`src/rtl/core/srtf_pkg.sv`:
```
// shared types and constants for the srtf scheduler
package srtf_pkg;

    localparam logic [1:0] OP_LOAD   = 2'd0;
    localparam logic [1:0] OP_TICK   = 2'd1;
    localparam logic [1:0] OP_REPORT = 2'd2;

    localparam logic REG_PROCESS_COUNT = 1'b0;
    localparam logic REG_RUN_LENGTH    = 1'b1;

    // controller to datapath commands
    typedef struct packed {
        logic capture;     // latch the input item
        logic do_load;     // write the loaded slot
        logic scan_clear;  // reset scan index; also found flag and arrival mask unless run_best is set
        logic scan_step;   // examine one slot for the minimum
        logic upd_step;    // update one slot's wait
        logic run_best;    // decrement the chosen slot
        logic advance;     // bump current time
        logic emit;        // present the result
    } srtf_cmd_t;

    // datapath to controller status
    typedef struct packed {
        logic scan_last;   // scan index at last active slot
        logic no_active;   // zero slots in use
        logic past_end;    // current time reached run length
        logic found;       // some slot is ready
    } srtf_sts_t;

endpackage

```
`src/rtl/core/srtf_process_scheduler.sv`:
```
// top level of the shortest-remaining-time-first scheduler
//
// channel  | handshake                 | payload
// ---------+---------------------------+----------------------------------------
// command  | start & !busy             | opcode, slot, arrival_time, burst_time
// result   | done (one cycle strobe)   | tick_time .. has_finished
// config   | cfg_we                    | cfg_index, cfg_data
//
// a load or report goes from idle through dispatch and output to done
// a tick examines one slot per cycle in the minimum scan, then, if a slot was chosen,
//   one slot per cycle in the wait update pass
// a tick past run length goes straight from dispatch to output
// reset clears all slot records except the arrival memory; no clearing pass
// the result strobe cannot be held off, so busy alone paces the sender
module srtf_process_scheduler #(
    parameter int SLOTS     = 16,
    parameter int TIME_BITS = 16
)
(
    input  logic        clk,
    input  logic        rst_n,
    input  logic        start,
    output logic        busy,
    input  logic [1:0]  opcode,
    input  logic [3:0]  slot,
    input  logic [15:0] arrival_time,
    input  logic [15:0] burst_time,
    input  logic        cfg_we,
    input  logic        cfg_index,
    input  logic [15:0] cfg_data,
    output logic        done,
    output logic [15:0] tick_time,
    output logic [15:0] arrived_mask,
    output logic        idle,
    output logic        new_selection,
    output logic [3:0]  chosen_slot,
    output logic [15:0] burst_left,
    output logic        finished,
    output logic        past_end,
    output logic [15:0] wait_total,
    output logic [15:0] turnaround,
    output logic        has_finished
);
    import srtf_pkg::*;

    srtf_cmd_t cmd;
    srtf_sts_t sts;
    logic      go;

    // only a start that the controller accepts may enter
    assign go = start && !busy;

    srtf_ctrl u_ctrl
    (
        .clk    (clk),
        .rst_n  (rst_n),
        .start  (go),
        .opcode (opcode),
        .sts    (sts),
        .busy   (busy),
        .cmd    (cmd)
    );

    srtf_dp #(
        .SLOTS     (SLOTS),
        .TIME_BITS (TIME_BITS)
    ) u_dp
    (
        .clk           (clk),
        .rst_n         (rst_n),
        .cmd           (cmd),
        .sts           (sts),
        .cfg_we        (cfg_we),
        .cfg_index     (cfg_index),
        .cfg_data      (cfg_data),
        .opcode        (opcode),
        .slot          (slot),
        .arrival_time  (arrival_time),
        .burst_time    (burst_time),
        .done          (done),
        .tick_time     (tick_time),
        .arrived_mask  (arrived_mask),
        .idle          (idle),
        .new_selection (new_selection),
        .chosen_slot   (chosen_slot),
        .burst_left    (burst_left),
        .finished      (finished),
        .past_end      (past_end),
        .wait_total    (wait_total),
        .turnaround    (turnaround),
        .has_finished  (has_finished)
    );
endmodule

```
`src/rtl/core/srtf_ctrl.sv`:
```
// sequencing state machine for the srtf scheduler
module srtf_ctrl
(
    input  logic                clk,
    input  logic                rst_n,
    input  logic                start,
    input  logic [1:0]          opcode,
    input  srtf_pkg::srtf_sts_t sts,
    output logic                busy,
    output srtf_pkg::srtf_cmd_t cmd
);
    import srtf_pkg::*;

    localparam logic [2:0] S_IDLE = 3'd0;
    localparam logic [2:0] S_DISP = 3'd1;
    localparam logic [2:0] S_SCAN = 3'd2;
    localparam logic [2:0] S_RUN  = 3'd3;
    localparam logic [2:0] S_UPD  = 3'd4;
    localparam logic [2:0] S_OUT  = 3'd5;

    logic [2:0] state_reg, state_next;
    logic [1:0] op_reg;

    always_ff @(posedge clk or negedge rst_n)
    begin
        if (!rst_n)
        begin
            state_reg <= S_IDLE;
            op_reg    <= OP_LOAD;
        end
        else
        begin
            state_reg <= state_next;
            if (start && state_reg == S_IDLE)
                op_reg <= opcode;
        end
    end

    assign busy = (state_reg != S_IDLE);

    always_comb
    begin
        state_next = state_reg;
        cmd = '0;
        case (state_reg)
            S_IDLE:
            begin
                if (start)
                begin
                    cmd.capture = 1'b1;
                    state_next  = S_DISP;
                end
            end
            S_DISP:
            begin
                cmd.scan_clear = 1'b1;
                if (op_reg == OP_TICK)
                begin
                    if (sts.past_end)
                        state_next = S_OUT;
                    else if (sts.no_active)
                        state_next = S_RUN;
                    else
                        state_next = S_SCAN;
                end
                else
                begin
                    cmd.do_load = (op_reg == OP_LOAD);
                    state_next  = S_OUT;
                end
            end
            S_SCAN:
            begin
                cmd.scan_step = 1'b1;
                if (sts.scan_last)
                    state_next = S_RUN;
            end
            S_RUN:
            begin
                cmd.run_best   = 1'b1;
                cmd.scan_clear = 1'b1;
                state_next = (sts.found && !sts.no_active) ? S_UPD : S_OUT;
            end
            S_UPD:
            begin
                cmd.upd_step = 1'b1;
                if (sts.scan_last)
                    state_next = S_OUT;
            end
            S_OUT:
            begin
                cmd.emit    = 1'b1;
                // time moves only after the wait pass has used it
                cmd.advance = (op_reg == OP_TICK) && !sts.past_end;
                state_next  = S_IDLE;
            end
            default: state_next = S_IDLE;
        endcase
    end
endmodule

```
`src/rtl/core/srtf_dp.sv`:
```
// slot stores, minimum scan and result formation for the srtf scheduler
module srtf_dp #(
    parameter int SLOTS     = 16,
    parameter int TIME_BITS = 16
)
(
    input  logic                clk,
    input  logic                rst_n,
    input  srtf_pkg::srtf_cmd_t cmd,
    output srtf_pkg::srtf_sts_t sts,
    input  logic                cfg_we,
    input  logic                cfg_index,
    input  logic [15:0]         cfg_data,
    input  logic [1:0]          opcode,
    input  logic [3:0]          slot,
    input  logic [15:0]         arrival_time,
    input  logic [15:0]         burst_time,
    output logic                done,
    output logic [15:0]         tick_time,
    output logic [15:0]         arrived_mask,
    output logic                idle,
    output logic                new_selection,
    output logic [3:0]          chosen_slot,
    output logic [15:0]         burst_left,
    output logic                finished,
    output logic                past_end,
    output logic [15:0]         wait_total,
    output logic [15:0]         turnaround,
    output logic                has_finished
);
    import srtf_pkg::*;

    localparam int IW = (SLOTS > 1) ? $clog2(SLOTS) : 1;
    localparam int CW = $clog2(SLOTS + 1);
    localparam logic [TIME_BITS-1:0] TMAX = {TIME_BITS{1'b1}};

    logic [TIME_BITS-1:0] arr_mem [SLOTS];
    logic [TIME_BITS-1:0] rem_reg [SLOTS];
    logic [TIME_BITS-1:0] wait_reg [SLOTS];
    logic [TIME_BITS-1:0] fin_reg [SLOTS];
    logic [SLOTS-1:0]     done_reg;

    logic [4:0]           pcount_reg;
    logic [15:0]          runlen_reg;
    logic [TIME_BITS-1:0] time_reg;
    logic [IW-1:0]        last_reg;
    logic                 last_valid_reg;

    logic [1:0]           op_reg;
    logic [3:0]           slot_reg;
    logic [TIME_BITS-1:0] a_in_reg, b_in_reg;

    logic [IW-1:0]        idx_reg;
    logic [IW-1:0]        best_reg;
    logic [TIME_BITS-1:0] best_rem_reg;
    logic                 found_reg;
    logic [15:0]          mask_reg;

    logic [CW-1:0]        n_act;
    logic                 slot_ok;
    logic [IW-1:0]        slot_i;
    logic                 ready_i;
    logic                 rpt_ok;
    logic                 rpt_done;

    assign n_act = ({{(CW > 5 ? CW-5 : 0){1'b0}}, pcount_reg} > CW'(SLOTS))
                   ? CW'(SLOTS) : CW'(pcount_reg);
    assign slot_ok = ({28'd0, slot_reg} < SLOTS);
    assign slot_i  = IW'(slot_reg);
    assign ready_i = (rem_reg[idx_reg] != '0) && (arr_mem[idx_reg] <= time_reg);
    assign rpt_ok   = (op_reg == OP_REPORT) && slot_ok;
    assign rpt_done = rpt_ok && done_reg[slot_i];

    assign sts.scan_last = ({1'b0, idx_reg} + (CW+1)'(1) >= (CW+1)'(n_act));
    assign sts.no_active = (n_act == '0);
    assign sts.past_end  = ({{(TIME_BITS > 16 ? 0 : 16-TIME_BITS){1'b0}}, time_reg}
                            >= {{(TIME_BITS > 16 ? TIME_BITS-16 : 0){1'b0}}, runlen_reg});
    assign sts.found     = found_reg;

    // arrival memory
    always_ff @(posedge clk)
    begin
        if (cmd.do_load && slot_ok)
            arr_mem[slot_i] <= a_in_reg;
    end

    always_ff @(posedge clk or negedge rst_n)
    begin
        if (!rst_n)
        begin
            for (int i = 0; i < SLOTS; i++)
            begin
                rem_reg[i]  <= '0;
                wait_reg[i] <= '0;
                fin_reg[i]  <= '0;
            end
            done_reg       <= '0;
            pcount_reg     <= 5'd1;
            runlen_reg     <= '0;
            time_reg       <= '0;
            last_reg       <= '0;
            last_valid_reg <= 1'b0;
            done           <= 1'b0;
            idx_reg        <= '0;
            best_reg       <= '0;
            best_rem_reg   <= '0;
            found_reg      <= 1'b0;
            mask_reg       <= '0;
            op_reg         <= '0;
            slot_reg       <= '0;
            a_in_reg       <= '0;
            b_in_reg       <= '0;
            tick_time      <= '0;
            arrived_mask   <= '0;
            idle           <= 1'b0;
            new_selection  <= 1'b0;
            chosen_slot    <= '0;
            burst_left     <= '0;
            finished       <= 1'b0;
            past_end       <= 1'b0;
            wait_total     <= '0;
            turnaround     <= '0;
            has_finished   <= 1'b0;
        end
        else
        begin
            done <= cmd.emit;
            if (cfg_we)
            begin
                if (cfg_index == REG_PROCESS_COUNT)
                    pcount_reg <= cfg_data[4:0];
                else
                    runlen_reg <= cfg_data;
            end
            if (cmd.capture)
            begin
                op_reg   <= opcode;
                slot_reg <= slot;
                a_in_reg <= TIME_BITS'(arrival_time);
                b_in_reg <= TIME_BITS'(burst_time);
            end
            if (cmd.do_load && slot_ok)
            begin
                rem_reg[slot_i]  <= b_in_reg;
                wait_reg[slot_i] <= '0;
                fin_reg[slot_i]  <= '0;
                done_reg[slot_i] <= 1'b0;
            end
            if (cmd.scan_clear)
            begin
                idx_reg <= '0;
                if (!cmd.run_best)
                begin
                    found_reg <= 1'b0;
                    mask_reg  <= '0;
                end
            end
            // one slot per cycle minimum search
            if (cmd.scan_step)
            begin
                idx_reg <= idx_reg + IW'(1);
                if ({{(32-IW){1'b0}}, idx_reg} < 16 && arr_mem[idx_reg] == time_reg)
                    mask_reg[4'(idx_reg)] <= 1'b1;
                if (ready_i && (!found_reg || rem_reg[idx_reg] < best_rem_reg))
                begin
                    found_reg    <= 1'b1;
                    best_reg     <= idx_reg;
                    best_rem_reg <= rem_reg[idx_reg];
                end
            end
            if (cmd.run_best && found_reg && !sts.no_active)
            begin
                rem_reg[best_reg] <= best_rem_reg - TIME_BITS'(1);
                if (best_rem_reg == TIME_BITS'(1))
                begin
                    fin_reg[best_reg]  <= time_reg + TIME_BITS'(1);
                    done_reg[best_reg] <= 1'b1;
                end
                last_reg       <= best_reg;
                last_valid_reg <= 1'b1;
            end
            if (cmd.advance)
                time_reg <= time_reg + TIME_BITS'(1);
            // wait pass, best slot already decremented
            if (cmd.upd_step)
            begin
                idx_reg <= idx_reg + IW'(1);
                if (idx_reg != best_reg && ready_i && wait_reg[idx_reg] != TMAX)
                    wait_reg[idx_reg] <= wait_reg[idx_reg] + TIME_BITS'(1);
            end
            // the tick result is built during run (a past-end tick at dispatch), others at emit
            if (cmd.run_best)
            begin
                tick_time     <= 16'(time_reg);
                arrived_mask  <= sts.no_active ? 16'd0 : mask_reg;
                idle          <= !found_reg || sts.no_active;
                new_selection <= found_reg && !sts.no_active
                                 && (!last_valid_reg || last_reg != best_reg);
                chosen_slot   <= (found_reg && !sts.no_active) ? 4'(best_reg) : 4'd0;
                burst_left    <= (found_reg && !sts.no_active) ? 16'(best_rem_reg) : 16'd0;
                finished      <= found_reg && !sts.no_active && best_rem_reg == TIME_BITS'(1);
                past_end      <= 1'b0;
                wait_total    <= '0;
                turnaround    <= '0;
                has_finished  <= 1'b0;
            end
            if (cmd.emit && op_reg != OP_TICK)
            begin
                tick_time     <= '0;
                arrived_mask  <= '0;
                idle          <= 1'b0;
                new_selection <= 1'b0;
                burst_left    <= '0;
                finished      <= 1'b0;
                past_end      <= 1'b0;
                chosen_slot   <= (op_reg == OP_LOAD || op_reg == OP_REPORT) ? slot_reg : 4'd0;
                wait_total    <= rpt_ok ? 16'(wait_reg[slot_i]) : 16'd0;
                turnaround    <= rpt_done ? 16'(fin_reg[slot_i] - arr_mem[slot_i]) : 16'd0;
                has_finished  <= rpt_done;
            end
            if (cmd.scan_clear && !cmd.run_best && op_reg == OP_TICK && sts.past_end)
            begin
                tick_time     <= 16'(time_reg);
                arrived_mask  <= '0;
                idle          <= 1'b0;
                new_selection <= 1'b0;
                chosen_slot   <= '0;
                burst_left    <= '0;
                finished      <= 1'b0;
                past_end      <= 1'b1;
                wait_total    <= '0;
                turnaround    <= '0;
                has_finished  <= 1'b0;
            end
        end
    end
endmodule

```
`config.mk`:
```
export PLATFORM = sky130hd
export DESIGN_NAME = srtf_process_scheduler
export DESIGN_NICKNAME = d
export VERILOG_FILES = /design/src/rtl/core/srtf_pkg.sv /design/src/rtl/core/srtf_process_scheduler.sv /design/src/rtl/core/srtf_ctrl.sv /design/src/rtl/core/srtf_dp.sv
export SDC_FILE = /design/constraint.sdc
export NUM_CORES = 2
export LEC_CHECK = 0
export ABC_CLOCK_PERIOD_IN_PS = 8250
export BUFFER_PORTS_ARGS = -buffer_cell sky130_fd_sc_hd__clkbuf_2
export CAP_MARGIN = 15
export CORE_MARGIN = 2
export CORE_UTILIZATION = 45
export CTS_CLUSTER_SIZE = 14
export DETAILED_ROUTE_END_ITERATION = 8
export GPL_TIMING_DRIVEN = 0
export SYNTH_ARGS = -nofsm -noshare
export SYNTH_HDL_FRONTEND = slang
export SYNTH_HIERARCHICAL = 1
export SYNTH_SLANG_ARGS = --single-unit
```
`constraint.sdc`:
```
create_clock -name clk -period 8.25 [get_ports clk]
set_clock_uncertainty 0.1 [all_clocks]
set_input_delay 0.4125 -clock clk [delete_from_list [all_inputs] [get_ports clk]]
set_output_delay 0.4125 -clock clk [all_outputs]
set_load 0.005 [all_outputs]
```
==> impl_metrics.ini <==
[routing]
avgRoutedWirePerCell_um = 30.6
drtAntennaViolNets = 0
drtIter0Drc = 6378
routed_via_density = 6.37
drc = 0
drt_wl_total_um = 229000
drt-pass1-iter-count = 6
vias = 47600

[job]
drv_cap = 0

[global_route]
gr-total-overflow = 0
antenna_found_initial = 3
grt_pass1_wl_um = 329000
grt_pass1_vias = 46500
grt_usage = 0.322
grt_max_degree = 112

[logic_synthesis]
synth_fp_nets = 5219
ys_top_cells_by_area = dfrtp_1 40%, mux4_2 17%, edfxtp_1 12%
ys_ff_latch = 1256
seq_area_frac_synth = 0.521
async_reset_ff_frac = 0.796
synth_edf_count = 256
syn-instance-count = 5084
synth.distinct_cells = 74
synthFlopType = dfrtp_1
synth_top_area_frac = 0.398
yosys.area.top_type = dfrtp_1
synthesis.area_mm2 = 0.0628
avgSynthCellArea_um2 = 12.4
yosysWarnings = 6

[floorplanning]
die-area_mm2 = 0.143
placement_rows = 137
core_mm2 = 0.139
fp.dieW_um = 378
pin_count = 150
die_h_um = 378
start_util = 0.452

[sta]
finalCritPeriodShare = 1.00
tightestPinTransition_ps = 1320
setup_tns_ps = -11.6
hold_violations = 0
fmax_ghz = 0.121
finalSetupViolations = 1
slew-limit-headroom = 0.122
min_period_ps = 8260
maxSlewViolCount = 0
setup_slack_ps = -11.6
rsz0062_at_grt = no

[placement]
place_area_mm2 = 0.0667
place.detailed.hpwl_um = 163000
gp_congestion = 0.931
dp_cells = 7152
portBuffers = 149

[finish]
final_cell_mix = 999 x dfrtp_1, 847 x nand2_1, 477 x mux4_2, 341 x clkbuf_1, 327 x o21ai_0
layout-drive-gt1-share = 0.193
layout_commonest_cell = dfrtp_1
nets = 5625
area_delta_synth_final_pct = 15.2
nFillCells = 12000
fin_area_mm2 = 0.0724
finalNonFillerCells = 7480

[outcome]
run_status = finished with violations
violations = negative setup slack

[cts]
cts_buffers = 144
clock-sinks = 1256
root_buffer = clkbuf_16
cts.clk_slew.worst_paths_ps = 60
insertion_delay_ps = 820
cts_setup_buffers = 0
h-tree-depth = 4
cts_buffer_depth = 3
cts_tree = yes

[worst_setup_path]
cp_max_fo = 10
start_kind = register
crit_required_ps = 8850
crit_type = reg2reg
cp_common_cell = buf_2
cpPeakStageDelay_ps = 700
slowest_stage = nor4_4
cp_cell_sequence = buf_2 -> buf_2 -> buf_4 -> buf_2 -> buf_2 -> buf_1 -> clkbuf_2 -> mux4_2 -> mux4_2 -> ha_1 -> a21o_1 -> a21o_1 -> a21o_1 -> a21oi_1 -> o21ai_0 -> nor2_1 -> o21ai_4 -> buf_8 -> nor4_4 -> buf_4 -> mux2i_1
endpoint_kind = register
crit_family = buffers and inverters
path_buf_inv = 9
cp.arrival_ps = 8860

[worst_hold_path]
holdCritPathClass = in2reg

[power]
pwr_density_cell_mw_per_mm2 = 349
ir_worst_vdd_uv = 376
leakage_nw = 31.2
==> timing repair <==
item	4_1_cts	5_1_grt
endpoints found under the setup margin	10	10
resized for setup	1	5
hold endpoints to repair	256	0
hold buffers	57	0
==> Yosys cell counts, drive strengths merged, types with 9 or more instances <==
library cell    n
nand2         847
a31oi         180
mux2           81
clkbuf        322
nor4           10
and3           12
a22o           73
clkinv         12
nand3         294
o21ai         328
xnor2          58
nand2b         11
nor2b          24
buf           152
mux4          480
and2           14
mux2i         318
a21o           19
a21oi          45
or4            14
inv            82
a32o           24
nor2          232
xor2           20
edfxtp        256
a211oi          9
ha             75
nor3           16
nand4          15
dfrtp         999
==> cell type report <==
type | instances | area (um2) | area share
repair buffers | 260 | 2300 | 0.0318
well taps | 1876 | 2350 | 0.0324
diodes | 1 | 2.50 | 0.0000346
flip-flops and latches | 1256 | 32700 | 0.452
clock buffers | 210 | 4210 | 0.0581
plain buffers | 474 | 2280 | 0.0316
multi-input cells | 3260 | 27500 | 0.380
clock inverters | 49 | 656 | 0.00906
inverters | 94 | 353 | 0.00488
==> worst paths after layout <==
check                      cells after the start                               to  slack, ps                            start
setup reg to reg                              21      u_dp/wait_reg[25]$_DFF_PN0_        -10      u_dp/idx_reg[1]$_DFFE_PN0P_
min in group asynchronous                      3    u_dp/b_in_reg[10]$_DFFE_PN0P_        140                            rst_n
hold / removal                                 3   u_dp/runlen_reg[0]$_DFFE_PN0P_         70                           cfg_we
hold reg to reg                                1  u_dp/last_valid_reg$_DFFE_PN0P_        380  u_dp/last_valid_reg$_DFFE_PN0P_
max in group asynchronous                      6    u_dp/time_reg[12]$_DFFE_PN0P_       5880                            rst_n
setup / recovery                              21      u_dp/wait_reg[25]$_DFF_PN0_        -10      u_dp/idx_reg[1]$_DFFE_PN0P_
==> kinds of logic after synthesis <==
logic type      count (synthesis)  share of synthesized area
mux                           879                      0.238
xor+xnor                       78                     0.0109
simple gates                 1511                      0.103
buf+inv                       568                     0.0416
compound gates                716                     0.0702
flops                        1256                      0.521
fa+ha+maj                      76                     0.0153
==> per-layer routing <==
layer | vias up | wire length, um | global-route usage
met3 | 577 | 27600 | 0.0920
met4 | 2 | 11900 | 0.155
met2 | 2969 | 99700 | 0.469
met1 | 24600 | 89800 | 0.445
met5 | - | 14 | 0
li1 | 19500 | - | -
==> power breakdown <==
group          internal, mW  leakage, nW  switching (mW)
combinational          3.57         12.7            7.16
clock                  3.92         2.37            2.71
sequential             7.23         16.0           0.650
==> per-stage QoR <==
step | hold slack [ps] | util | setup WS [ps] | total power [mW]
finish | 71.0 | 0.520 | -11.6 | 25.2
global route | 57.4 | 0.520 | 11.8 | 26.1
CTS | 11.8 | 0.519 | 19.4 | 25.0
detailed placement | 210 | 0.480 | -80.8 | 18.4
global placement | 353 | 0.474 | -18860 | 18.1
floorplan | 16.9 | - | 2410 | 14.1
==> tightest hold or removal path, stage by stage <==
cell and delay, ps:
clkbuf_2 90, nand2_1 230, mux2_2 210
Note: power is estimated with default switching activity, not from simulation.
